### src/rtl/bdt_pkg.sv
// Package of the date and time decoder: widths, calendar constants, microcode.
package bdt_pkg;

    localparam int MJD_W   = 17;
    localparam int X_W     = 18;
    localparam int YEAR_W  = 12;
    localparam int MONTH_W = 4;
    localparam int DAY_W   = 5;
    localparam int HOUR_W  = 5;
    localparam int MIN_W   = 6;
    localparam int SEC_W   = 6;
    localparam int ZH_W    = 5;
    localparam int ZM_W    = 5;
    localparam int OFS_W   = 4;
    localparam int W_W     = 9;
    localparam int PC_W    = 5;

    localparam int JD_OFFSET  = 2400001;
    localparam int JDN_BIAS   = 32044;
    localparam int DAYS_400Y  = 146097;
    localparam int DAYS_100Y  = 36524;
    localparam int DAYS_4Y    = 1461;
    localparam int DAYS_1Y    = 365;
    localparam int MONTH_BIAS = 308;
    localparam int MONTH_DIV  = 153;
    localparam int YEAR_BIAS  = 4800;
    localparam int DAY_DIV    = 5;
    // every 17-bit day number lies in 400-year era 16 or 17
    localparam int ERA_BASE   = 16;

    localparam logic [X_W-1:0] X_START =
        X_W'(JD_OFFSET + JDN_BIAS - ERA_BASE * DAYS_400Y);
    localparam logic [YEAR_W-1:0] Y_START = YEAR_W'(ERA_BASE * 400 - YEAR_BIAS);
    localparam logic [ZM_W-1:0] HALF_HOUR = ZM_W'(30);

    localparam logic OPC_ZONE = 1'b0;
    localparam logic OPC_TIME = 1'b1;

    typedef enum logic {
        OP_CSUB = 1'b0,   // subtract k if it fits, then add w to dest
        OP_MUL5 = 1'b1    // x = 5x + month bias
    } t_op;

    typedef enum logic [1:0] {
        DST_Y = 2'd0,
        DST_M = 2'd1,
        DST_D = 2'd2
    } t_dest;

    typedef struct packed {
        t_op              op;
        t_dest            dest;
        logic [X_W-1:0]   k;
        logic [W_W-1:0]   w;
        logic             jump_on_fail;
        logic [PC_W-1:0]  target;
        logic             last;
    } t_uword;

    typedef enum logic [2:0] {
        ST_IDLE = 3'b001,
        ST_RUN  = 3'b010,
        ST_DONE = 3'b100
    } t_seq_state;

    typedef struct packed {
        logic busy;
        logic run;
        logic finish;
    } t_seq_status;

    // jump targets
    localparam logic [PC_W-1:0] PC_QUAD  = PC_W'(4);
    localparam logic [PC_W-1:0] PC_SCALE = PC_W'(12);

    function automatic t_uword uop(input t_op op, input t_dest dst, input int k,
                                   input int w, input logic jf, input logic [PC_W-1:0] tgt,
                                   input logic last);
        t_uword uw;
        uw.op           = op;
        uw.dest         = dst;
        uw.k            = X_W'(k);
        uw.w            = W_W'(w);
        uw.jump_on_fail = jf;
        uw.target       = tgt;
        uw.last         = last;
        return uw;
    endfunction

    // Conversion program: the quotients are built by conditional subtraction,
    // weighted straight into year, month and day.
    function automatic t_uword ucode_rom(input logic [PC_W-1:0] pc);
        t_uword uw;
        unique case (pc)
            5'd0:  uw = uop(OP_CSUB, DST_Y, DAYS_400Y, 400, 1'b0, '0, 1'b0);
            5'd1:  uw = uop(OP_CSUB, DST_Y, DAYS_100Y, 100, 1'b1, PC_QUAD, 1'b0);
            5'd2:  uw = uop(OP_CSUB, DST_Y, DAYS_100Y, 100, 1'b1, PC_QUAD, 1'b0);
            5'd3:  uw = uop(OP_CSUB, DST_Y, DAYS_100Y, 100, 1'b0, '0, 1'b0);
            5'd4:  uw = uop(OP_CSUB, DST_Y, DAYS_4Y * 16, 64, 1'b0, '0, 1'b0);
            5'd5:  uw = uop(OP_CSUB, DST_Y, DAYS_4Y * 8, 32, 1'b0, '0, 1'b0);
            5'd6:  uw = uop(OP_CSUB, DST_Y, DAYS_4Y * 4, 16, 1'b0, '0, 1'b0);
            5'd7:  uw = uop(OP_CSUB, DST_Y, DAYS_4Y * 2, 8, 1'b0, '0, 1'b0);
            5'd8:  uw = uop(OP_CSUB, DST_Y, DAYS_4Y, 4, 1'b0, '0, 1'b0);
            5'd9:  uw = uop(OP_CSUB, DST_Y, DAYS_1Y, 1, 1'b1, PC_SCALE, 1'b0);
            5'd10: uw = uop(OP_CSUB, DST_Y, DAYS_1Y, 1, 1'b1, PC_SCALE, 1'b0);
            5'd11: uw = uop(OP_CSUB, DST_Y, DAYS_1Y, 1, 1'b0, '0, 1'b0);
            5'd12: uw = uop(OP_MUL5, DST_Y, 0, 0, 1'b0, '0, 1'b0);
            // January and February belong to the next calendar year
            5'd13: uw = uop(OP_CSUB, DST_Y, MONTH_DIV * 12, 1, 1'b0, '0, 1'b0);
            5'd14: uw = uop(OP_CSUB, DST_M, MONTH_DIV * 8, 8, 1'b0, '0, 1'b0);
            5'd15: uw = uop(OP_CSUB, DST_M, MONTH_DIV * 4, 4, 1'b0, '0, 1'b0);
            5'd16: uw = uop(OP_CSUB, DST_M, MONTH_DIV * 2, 2, 1'b0, '0, 1'b0);
            5'd17: uw = uop(OP_CSUB, DST_M, MONTH_DIV, 1, 1'b0, '0, 1'b0);
            // day of month is the month remainder over five
            5'd18: uw = uop(OP_CSUB, DST_D, DAY_DIV * 16, 16, 1'b0, '0, 1'b0);
            5'd19: uw = uop(OP_CSUB, DST_D, DAY_DIV * 8, 8, 1'b0, '0, 1'b0);
            5'd20: uw = uop(OP_CSUB, DST_D, DAY_DIV * 4, 4, 1'b0, '0, 1'b0);
            5'd21: uw = uop(OP_CSUB, DST_D, DAY_DIV * 2, 2, 1'b0, '0, 1'b0);
            5'd22: uw = uop(OP_CSUB, DST_D, DAY_DIV, 1, 1'b0, '0, 1'b1);
            default: uw = uop(OP_CSUB, DST_D, 0, 0, 1'b0, '0, 1'b1);
        endcase
        return uw;
    endfunction

endpackage

### src/rtl/bdt_datapath.sv
// Conversion datapath: remainder register, one subtractor and the date accumulators.
module bdt_datapath import bdt_pkg::*; (
    input  logic               i_clk,
    input  logic               i_start,
    input  logic [MJD_W-1:0]   i_day_number,
    input  logic               i_run,
    input  t_uword             i_uword,
    output logic               o_fail,
    output logic [YEAR_W-1:0]  o_year,
    output logic [MONTH_W-1:0] o_month,
    output logic [DAY_W-1:0]   o_day
);

    logic [X_W-1:0]     r_x;
    logic [YEAR_W-1:0]  r_y;
    logic [MONTH_W-1:0] r_m;
    logic [DAY_W-1:0]   r_d;
    logic [X_W:0]       w_diff;
    logic               w_fits;
    logic [X_W+2:0]     w_scaled;

    assign w_diff   = {1'b0, r_x} - {1'b0, i_uword.k};
    assign w_fits   = !w_diff[X_W];
    assign w_scaled = {1'b0, r_x, 2'b00} + {3'b000, r_x} + (X_W+3)'(MONTH_BIAS);
    assign o_fail   = (i_uword.op == OP_CSUB) && !w_fits;

    assign o_year  = r_y;
    assign o_month = r_m;
    assign o_day   = r_d;

    always_ff @(posedge i_clk) begin
        if (i_start) begin
            r_x <= X_START + X_W'(i_day_number);
            r_y <= Y_START;
            r_m <= MONTH_W'(1);
            r_d <= DAY_W'(1);
        end else if (i_run) begin
            case (i_uword.op)
                OP_CSUB: begin
                    if (w_fits) begin
                        r_x <= w_diff[X_W-1:0];
                        unique case (i_uword.dest)
                            DST_Y:   r_y <= r_y + YEAR_W'(i_uword.w);
                            DST_M:   r_m <= r_m + i_uword.w[MONTH_W-1:0];
                            DST_D:   r_d <= r_d + i_uword.w[DAY_W-1:0];
                            default: ;
                        endcase
                    end
                end
                OP_MUL5: r_x <= w_scaled[X_W-1:0];
                default: ;
            endcase
        end
    end

endmodule

### config.mk
export PLATFORM = sky130hd
export DESIGN_NAME = bdt_datapath
export DESIGN_NICKNAME = d
export VERILOG_FILES = /design/src/rtl/bdt_pkg.sv /design/src/rtl/bdt_datapath.sv
export SDC_FILE = /design/constraint.sdc
export NUM_CORES = 1
export LEC_CHECK = 0
export BUFFER_PORTS_ARGS = -buffer_cell sky130_fd_sc_hd__buf_2
export CORE_ASPECT_RATIO = 1.5
export CORE_MARGIN = 1.5
export CORE_UTILIZATION = 55
export CTS_BUF_LIST = sky130_fd_sc_hd__clkbuf_4 sky130_fd_sc_hd__clkbuf_8 sky130_fd_sc_hd__clkbuf_16
export CTS_CLUSTER_DIAMETER = 120
export DETAILED_ROUTE_END_ITERATION = 7
export PLACE_DENSITY_LB_ADDON = 0.25
export SETUP_SLACK_MARGIN = 0.02
export SLEW_MARGIN = 0
export SYNTH_ARGS = -nofsm -noshare
export SYNTH_HDL_FRONTEND = slang
export SYNTH_SLANG_ARGS = --single-unit
### constraint.sdc
create_clock -name i_clk -period 6.5 [get_ports i_clk]
set_input_delay 0.65 -clock i_clk [delete_from_list [all_inputs] [get_ports i_clk]]
set_output_delay 0.65 -clock i_clk [all_outputs]
set_load 0.05 [all_outputs]
Yosys cells after proc, flatten, opt, wreduce, memory -nomap -nowiden
Cells that the tools add are included.
{"block": "totals", "register_bits": 39, "in_bits": 57, "elab_cells": 27, "output_inout_bits": 22}
{"block": "classes", "n_eq_ne": 3, "n_addsub": 7, "bitwise": 2, "muxes": 4, "reduce_logical": 7}
{"op": "$mux 18", "n": 3}
{"op": "$pmux 18 s2", "n": 1}
{"op": "$sub 18x18->19", "n": 1}
{"op": "$add 17x17->18 const A", "n": 1}
{"op": "$add 18x18->18", "n": 1}
{"op": "$add 18x9->18 const B", "n": 1}
{"op": "$add 12x9->12", "n": 1}
{"op": "$reduce_and 4->1", "n": 3}
{"op": "$add 5x5->5", "n": 1}
{"op": "$add 4x4->4", "n": 1}
{"op": "$ne 3x3->1 const B", "n": 1}
{"op": "$eq 2x1->1 const B", "n": 1}
{"op": "$eq 2x2->1 const B", "n": 1}
{"op": "$logic_not 2->1", "n": 1}
{"op": "$not 1->1", "n": 2}
{"op": "$reduce_and 2->1", "n": 1}
{"op": "$reduce_bool 2->1", "n": 1}
{"op": "$logic_and 1x1->1", "n": 1}

Longest topological paths before layout
Gate-level depths: netlist of the first run.
{"block": "logic_depth", "depth_word": 5, "ltp_mapped": 13, "mapped_depth_nobuf": 13}

Worst setup path before layout of the first run
Ideal clock, no wire load.
{"block": "synth_path", "path_type": "input-to-reg", "startpoint": "input i_uword[16] in the netlist's numbering", "endpoint": "register r_x[10] (enable)", "arrival_ps": 4013, "setup_slack_ps": 2005, "t_required_ps": 6017, "cell_stages": 9, "path_buffers": 0, "path_cell_list": "ha_1 inv_1 fa_1 a211oi_1 o21a_1 nor3_2 o21ba_2 nor3_1 o21ai_0"}
{"block": "synth_via", "elab_chain_len": 3}
{"element": "start: declaration", "line_no": "bdt_datapath.sv:7", "text": "input t_uword i_uword,"}
{"element": "$sub 18x18->19", "line_no": "bdt_datapath.sv:22", "text": "assign w_diff = {1'b0, r_x} - {1'b0, i_uword.k};"}
{"element": "$ne 3x3->1 (no line)"}
{"element": "$reduce_and 2->1 (no line)"}
{"element": "end signal: assignment", "line_no": "bdt_datapath.sv:33", "text": "r_x <= X_START + X_W'(i_day_number);"}
{"element": "end signal: assignment", "line_no": "bdt_datapath.sv:41", "text": "r_x <= w_diff[X_W-1:0];"}
{"element": "end signal: assignment", "line_no": "bdt_datapath.sv:50", "text": "OP_MUL5: r_x <= w_scaled[X_W-1:0];"}
{"element": "end: declaration", "line_no": "bdt_datapath.sv:14", "text": "logic [X_W-1:0] r_x;"}
Every way passes these cells.
A chain may end at the register's enable or synchronous reset.

Worst setup path in the final report of the first run
{"block": "layout_path", "startpoint": "register r_x[0]", "endpoint": "output o_fail"}
{"block": "layout_via", "elab_chain_len": 2}
{"element": "$sub 18x18->19", "line_no": "bdt_datapath.sv:22"}
{"element": "$logic_and 1x1->1", "line_no": "bdt_datapath.sv:25", "text": "assign o_fail = (i_uword.op == OP_CSUB) && !w_fits;"}
{"element": "end: declaration", "line_no": "bdt_datapath.sv:8", "text": "output logic o_fail,"}
Every way passes these cells.

==> flow_metrics.tcl, run 1 <==
set metrics [dict create \
    synth_fa_ha_area_share_pct 20.6 \
    synthMuxAreaShare_pct 2.81 \
    synth_seq_area_share_pct 22.0 \
    ctsResizeCount 0 \
    clkPwrFrac_pct 14.1 \
    routedWlPerCell_um 15.5 \
    combinationalPowerShare_pct 67.8 \
    synthTopCellsByArea "ha_1 18%, edfxtp_1 12%, dfxtp_1 9.6%" \
    critical_path_required_ns 5.85 \
    initial_core_util_pct 57.0 \
    setup_tns_ns 0 \
    port_buffers 71 \
    crit_fanout 4 \
    synthArstFlopShare_pct 0 \
    hpwlAfterDp_um 8770 \
    maxCapViolCount 0 \
    clk_latency_ns 0.29 \
    start_kind "flop" \
    avgSynthCellArea_sq_um 8.26 \
    finalSetupViolCount 0 \
    n_antenna_cell 0 \
    viasPerCell 5.85 \
    drt_iter0_drc 246 \
    grt_pass1_vias 4233 \
    setup_ws_ns 2.89 \
    synthXorXnorAreaFrac_pct 9.82 \
    p_int_w 0.00113 \
    wirelength_um 10800 \
    mostFrequentLayoutCells "71 x buf_2, 64 x ha_1, 49 x inv_1, 46 x nor2_1, 40 x o21ai_0" \
    num_vias 4103 \
    dr.pass1.iters 4 \
    grt_first_pass_wirelength_um 18600 \
    leakage_nw 2.34 \
    htreeDepth 2 \
    die_h_um 112 \
    post-route-period-util_pct 55.5 \
    irDropWorstVdd_uv 212 \
    grt_use_met1_pct 31.9 \
    hold_buffers 0 \
    grtUsageMet2_pct 47.4 \
    pre_cts_ws_ns 2.96 \
    cts_tree "built" \
    netlist_instances 529 \
    power_switching_w 0.000959 \
    netSwitchingFraction_pct 46.0 \
    skew_ns 0.00573 \
    grt-ovfl-total 0 \
    grt_max_degree 37 \
    coreArea_sq_mm 0.00766 \
    period_needed_ns 3.61 \
    drtAntennaViolNets 0 \
    power_density_mw_per_mm2 418 \
    nets 724 \
    rsz0062_at_grt "no" \
    antenna_found_initial 0 \
    synth_area_sq_mm 0.00437 \
    postCtsSetupBuffers 0 \
    area_growth_pct 14.3 \
    arrival_ns 2.96 \
    syn-num-nets 655 \
    cts_made_buffers 5 \
    drcViolationCount 0 \
    die_area_sq_mm 0.00850 \
    placementRows 39 \
    synth_top_area_share_pct 18.3 \
    synth_top_cell_by_area "ha_1" \
    yosys.area_share.simple_pct 16.2 \
    slew_headroom_pct 40.9 \
    hold_viol 0 \
    ys.flop_type "dfxtp_1" \
    layout_commonest_cell "buf_2" \
    yosysUniqueCellTypes 60 \
    clk_pin_slew_worst_paths_ns 0.06 \
    met3_usage_pct 5.21 \
    crit_type "flop to primary output" \
    clockBufferDepth 2 \
    timing.final.max_slew_violations 0 \
    yosys_warnings 0 \
    synth-edff-count 18 \
    worst_pin_slew_ns 0.886 \
    grt.busiest_layer "met2" \
    ios 79 \
    die-width_um 75.8 \
    seqPwrFrac_pct 18.2 \
    ys_ff_latch 39 \
    worstHoldPathType "flop to flop" \
    grt_usage_pct 27.7 \
    drive_above_1_share_pct 16.2 \
    cts.sinks 39 \
    place_congestion 0.888 \
    synth_compound_area_share_pct 23.4 \
    clock-root-buffer "clkbuf_16" \
    critPathCaptureType "primary output" \
    status "finished, final reports clean" \
    synth_top_family_by_area "compound AO/OA/AOI/OAI gates" \
    max_freq_ghz 0.277 \
]
[worst max-delay path, cell delays in order (launching register included)]
cell and delay (ns):
edfxtp_1 0.37, inv_1 0.09, ha_1 0.18, inv_1 0.06, fa_1 0.43, a211oi_1 0.36, o21a_1 0.25, nor3_2 0.07
o21ba_2 0.25, nor3_1 0.27, buf_2 0.34
[area by class of cell]
cell class / count / area, sq um
clock buffers: 8 / 183
fillers: 657 / 2670
flip-flops and latches: 39 / 961
multi-input cells: 432 / 3190
repair buffers: 71 / 355
inverters: 49 / 184
well taps: 102 / 128
[final timing paths]
path	from	end	slack (ns)	cells past startpoint
max	r_x[0]	o_fail	2.89	10
min	o_day[4]	o_day[4]	0.50	2
max reg2reg	r_x[1]	r_x[17]	3.20	11
min reg2reg	o_day[4]	o_day[4]	0.50	2
[logic make-up (layout without fill, tap and decap cells)]
logic type                 after synthesis  after routing
AOI/OAI and AO/OA                      158            158
adders and majority gates               69             69
DFF                                     39             39
muxes                                   12             12
and+or+nand+nor                        144            144
xor gates and xnor gates                49             49
buffers and inverters                   58            128
[through the flow]
| step | util [%] | total power, W | hold slack [ns] | cells | instance area, sq um |
|---|---|---|---|---|---|
| final | 65.2 | 0.00209 | 0.496 | 701 | 5000 |
| after floorplan | - | 0.00148 | 0.700 | 529 | 4370 |
| after CTS | 65.2 | 0.00208 | 0.498 | 701 | 5000 |
| after global routing | 65.2 | 0.00230 | 0.511 | 701 | 5000 |
| after detailed placement | 62.8 | 0.00177 | 0.488 | 693 | 4810 |
| after global placement | 62.8 | 0.00173 | 0.469 | 693 | 4810 |
[state kept, by name, indices dropped and copies added, names as in the netlist]
name	count
o_day	5
o_month	4
o_year	12
r_x	18
[Yosys cell counts (4+ instances only)]
library cell  instances
nor2b_1              12
dfxtp_1              21
and2_1                4
o21a_1               10
mux2i_1              10
edfxtp_1             18
or3_1                 4
a31oi_1               4
a211oi_1             15
inv_1                49
xnor2_1              31
nand2_1              37
a21o_1               14
xor2_1               18
fa_1                  5
o211ai_1              6
o21ai_0              41
nand3_1               9
nor2_1               46
clkbuf_1              6
ha_1                 64
nor3_1                8
a21oi_1              35
[power by group through the flow]
stage / sequential (W) / clock [W] / combinational, W
after floorplan: 0.000382 / 0 / 0.00109
after global placement: 0.000381 / 0 / 0.00135
after detailed placement: 0.000383 / 0 / 0.00139
after CTS: 0.000378 / 0.000297 / 0.00141
after global routing: 0.000386 / 0.000307 / 0.00160
final: 0.000379 / 0.000294 / 0.00141
[layer usage]
layer  part of all wire (%)  vias to the layer above
li1                       -                     2052
met1                     39                     1899
met2                     52                      119
met4                    3.9                        0
met3                    5.2                       33
met5                      0                        -
No activity file was read; power rests on OpenSTA's default activity.
==> inputs of run 2 (changes only) <==
--- a/config.mk
+++ b/config.mk
@@ -5,6 +5,7 @@
 export SDC_FILE = /design/constraint.sdc
 export NUM_CORES = 1
 export LEC_CHECK = 0
+export ABC_AREA = 1
 export BUFFER_PORTS_ARGS = -buffer_cell sky130_fd_sc_hd__buf_2
 export CORE_ASPECT_RATIO = 1.5
 export CORE_MARGIN = 1.5
==> constraint.sdc (replaced) <==
create_clock -name i_clk -period 3.5 [get_ports i_clk]
set_input_delay 0.35 -clock i_clk [delete_from_list [all_inputs] [get_ports i_clk]]
set_output_delay 0.35 -clock i_clk [all_outputs]
set_load 0.05 [all_outputs]
==> flow_metrics.tcl, run 2 <==
set metrics [dict create \
    status "finished, final reports clean" \
    hold_buffers 0 \
    postCtsSetupBuffers 0 \
    yosys_warnings 0 \
    clock-root-buffer "clkbuf_16" \
    drt_iter0_drc 359 \
    largest_reg_flops 18 \
    nets 944 \
    setup_tns_ns 0 \
    place_inst 921 \
    cp_num_buf_inv 2 \
    clk_latency_ns 0.29 \
    synth-edff-count 18 \
    die_area_sq_mm 0.00964 \
    grt_pass1_vias 5234 \
    period_needed_ns 2.80 \
    netlist_instances 754 \
    synthTopCellsByArea "nand2_1 16%, ha_1 16%, edfxtp_1 11%" \
    n_antenna_cell 0 \
    crit_fanout 21 \
    die_h_um 119 \
    clkPwrFrac_pct 17.3 \
    die-width_um 80.7 \
    hold_viol 0 \
    place_congestion 0.923 \
    avgSynthCellArea_sq_um 6.60 \
    netSwitchingFraction_pct 48.4 \
    initial_core_util_pct 56.4 \
    ys_ff_latch 39 \
    drive_above_1_share_pct 13.3 \
    cts.sinks 39 \
    stdcell_count 929 \
    yosysUniqueCellTypes 45 \
    yosys.area_share.simple_pct 34.6 \
    ios 79 \
    start_kind "flop" \
    crit_type "flop to flop" \
    clockBufferDepth 2 \
    synth_top_area_share_pct 16.4 \
    routedWlPerCell_um 14.0 \
    viasPerCell 5.61 \
    htreeDepth 2 \
    crit_slowest_cell "nand2_1" \
    coreArea_sq_mm 0.00883 \
    power_density_mw_per_mm2 570 \
    synth_top_family_by_area "simple AND/OR/NAND/NOR gates" \
    slew_headroom_pct 46.2 \
    grt-ovfl-total 0 \
    synthXorXnorAreaFrac_pct 4.58 \
    cpMostUsedCell "inv_1" \
    crit_chain "inv_1 > ha_1 > inv_1 > fa_1 > nand3_1 > nand3_2 > nand2_2 > nand2_4 > o21ai_2 > nand2_1" \
    drcViolationCount 0 \
    grt_first_pass_wirelength_um 22100 \
    leakage_nw 2.95 \
    seqPwrFrac_pct 19.8 \
    cts_made_buffers 5 \
    path_delay_family "simple AND/OR/NAND/NOR gates" \
    worst_pin_slew_ns 0.806 \
    worstHoldPathType "input pin to flop" \
    ys.flop_type "dfxtp_1" \
    skew_ns 0.00622 \
    maxCapViolCount 0 \
    max_freq_ghz 0.358 \
    port_buffers 71 \
    rsz0062_at_grt "no" \
    drtAntennaViolNets 0 \
    synth_compound_area_share_pct 13.4 \
    combinationalPowerShare_pct 62.9 \
    grt_usage_pct 28.7 \
    finalSetupViolCount 0 \
    critical_path_required_ns 3.35 \
    top_register "r_x" \
    clk_pin_slew_worst_paths_ns 0.06 \
    synth_most_common_cell "nand2_1" \
    syn-num-nets 880 \
    mostFrequentLayoutCells "218 x nand2_1, 106 x inv_1, 71 x buf_2, 64 x ha_1" \
    antenna_found_initial 0 \
    synth_area_sq_mm 0.00498 \
    arrival_ns 2.65 \
    post-route-period-util_pct 79.9 \
    hpwlAfterDp_um 10300 \
    placementRows 42 \
    layout_commonest_cell "nand2_1" \
    slowest_delay_ns 0.49 \
    synth_fa_ha_area_share_pct 18.1 \
    critPathCaptureType "flop" \
    synth_top_cell_by_area "nand2_1" \
    synthArstFlopShare_pct 0 \
    cts_tree "built" \
    wirelength_um 13000 \
    area_growth_pct 11.4 \
    irDropWorstVdd_uv 408 \
    grt_max_degree 33 \
    p_int_w 0.00163 \
    num_vias 5209 \
    ctsResizeCount 0 \
    synth_seq_area_share_pct 19.3 \
    synthMuxAreaShare_pct 0 \
    dr.pass1.iters 5 \
    synth_commonest_cells "218 x nand2_1, 106 x inv_1, 64 x ha_1" \
    timing.final.max_slew_violations 0 \
    power_switching_w 0.00153 \
]
[run 2: cell count changes after synthesis, moves of 7 or more]
cell	previous run	this run
nand4_1	1	22
o21a_1	10	2
a21oi_1	35	59
nor2b_1	12	0
nand2_1	37	218
xnor2_1	31	7
nand3b_1	0	8
a21o_1	14	0
inv_1	49	106
a21oi_2	2	9
nand3_1	9	59
mux2i_1	10	0
o21ai_0	41	32
a211oi_1	15	0
[run 2: final cells by class]
cell class	count	area (sq um)
clock inverters	1	30.0
inverters	106	398
clock buffers	7	140
multi-input cells	594	3520
well taps	110	138
repair buffers	72	363
flip-flops and latches	39	961
fillers	844	3280
[run 2: logic make-up (layout without fill, tap and decap cells)]
logic type                 count (synthesis)  in the layout
DFF                                       39             39
adders and majority gates                 69             69
AOI/OAI and AO/OA                        118            118
buffers and inverters                    121            186
xor gates and xnor gates                  26             26
and+or+nand+nor                          381            381
[run 2: worst paths after layout]
| check | startpoint | endpoint | slack (ns) | cells past startpoint |
|---|---|---|---|---|
| setup / recovery | r_x[0] | r_x[15] | 0.70 | 10 |
| hold / removal | i_day_number[0] | r_x[0] | 0.43 | 2 |
| setup reg to reg | r_x[0] | r_x[15] | 0.70 | 10 |
| hold reg to reg | o_year[0] | o_year[0] | 0.49 | 2 |
[run 2: layer usage]
| metal | global-route usage, % | vias up | routed length [um] |
|---|---|---|---|
| met1 | 30.8 | 2358 | 5100 |
| li1 | - | 2644 | - |
| met5 | 0 | - | 0 |
| met2 | 53.6 | 171 | 6820 |
| met4 | 13.8 | 0 | 424 |
| met3 | 3.35 | 36 | 659 |
[run 2: per-stage QoR]
stage	setup WS [ns]	hold slack, ns	util, %	area [sq um]	power (W)
floorplan	1.00	0.569	-	4980	0.00217
global placement	0.785	0.466	60.9	5380	0.00253
detailed placement	0.716	0.476	60.9	5380	0.00259
CTS	0.719	0.422	62.8	5550	0.00314
global route	0.553	0.441	62.8	5550	0.00347
finish	0.705	0.429	62.8	5550	0.00316
[run 2: power groups by stage]
stage               sequential, W  clock (W)  combinational (W)
finish                   0.000626   0.000547            0.00199
global route             0.000634   0.000567            0.00227
CTS                      0.000626   0.000553            0.00196
detailed placement       0.000636          0            0.00195
global placement         0.000633          0            0.00189
floorplan                0.000638          0            0.00153
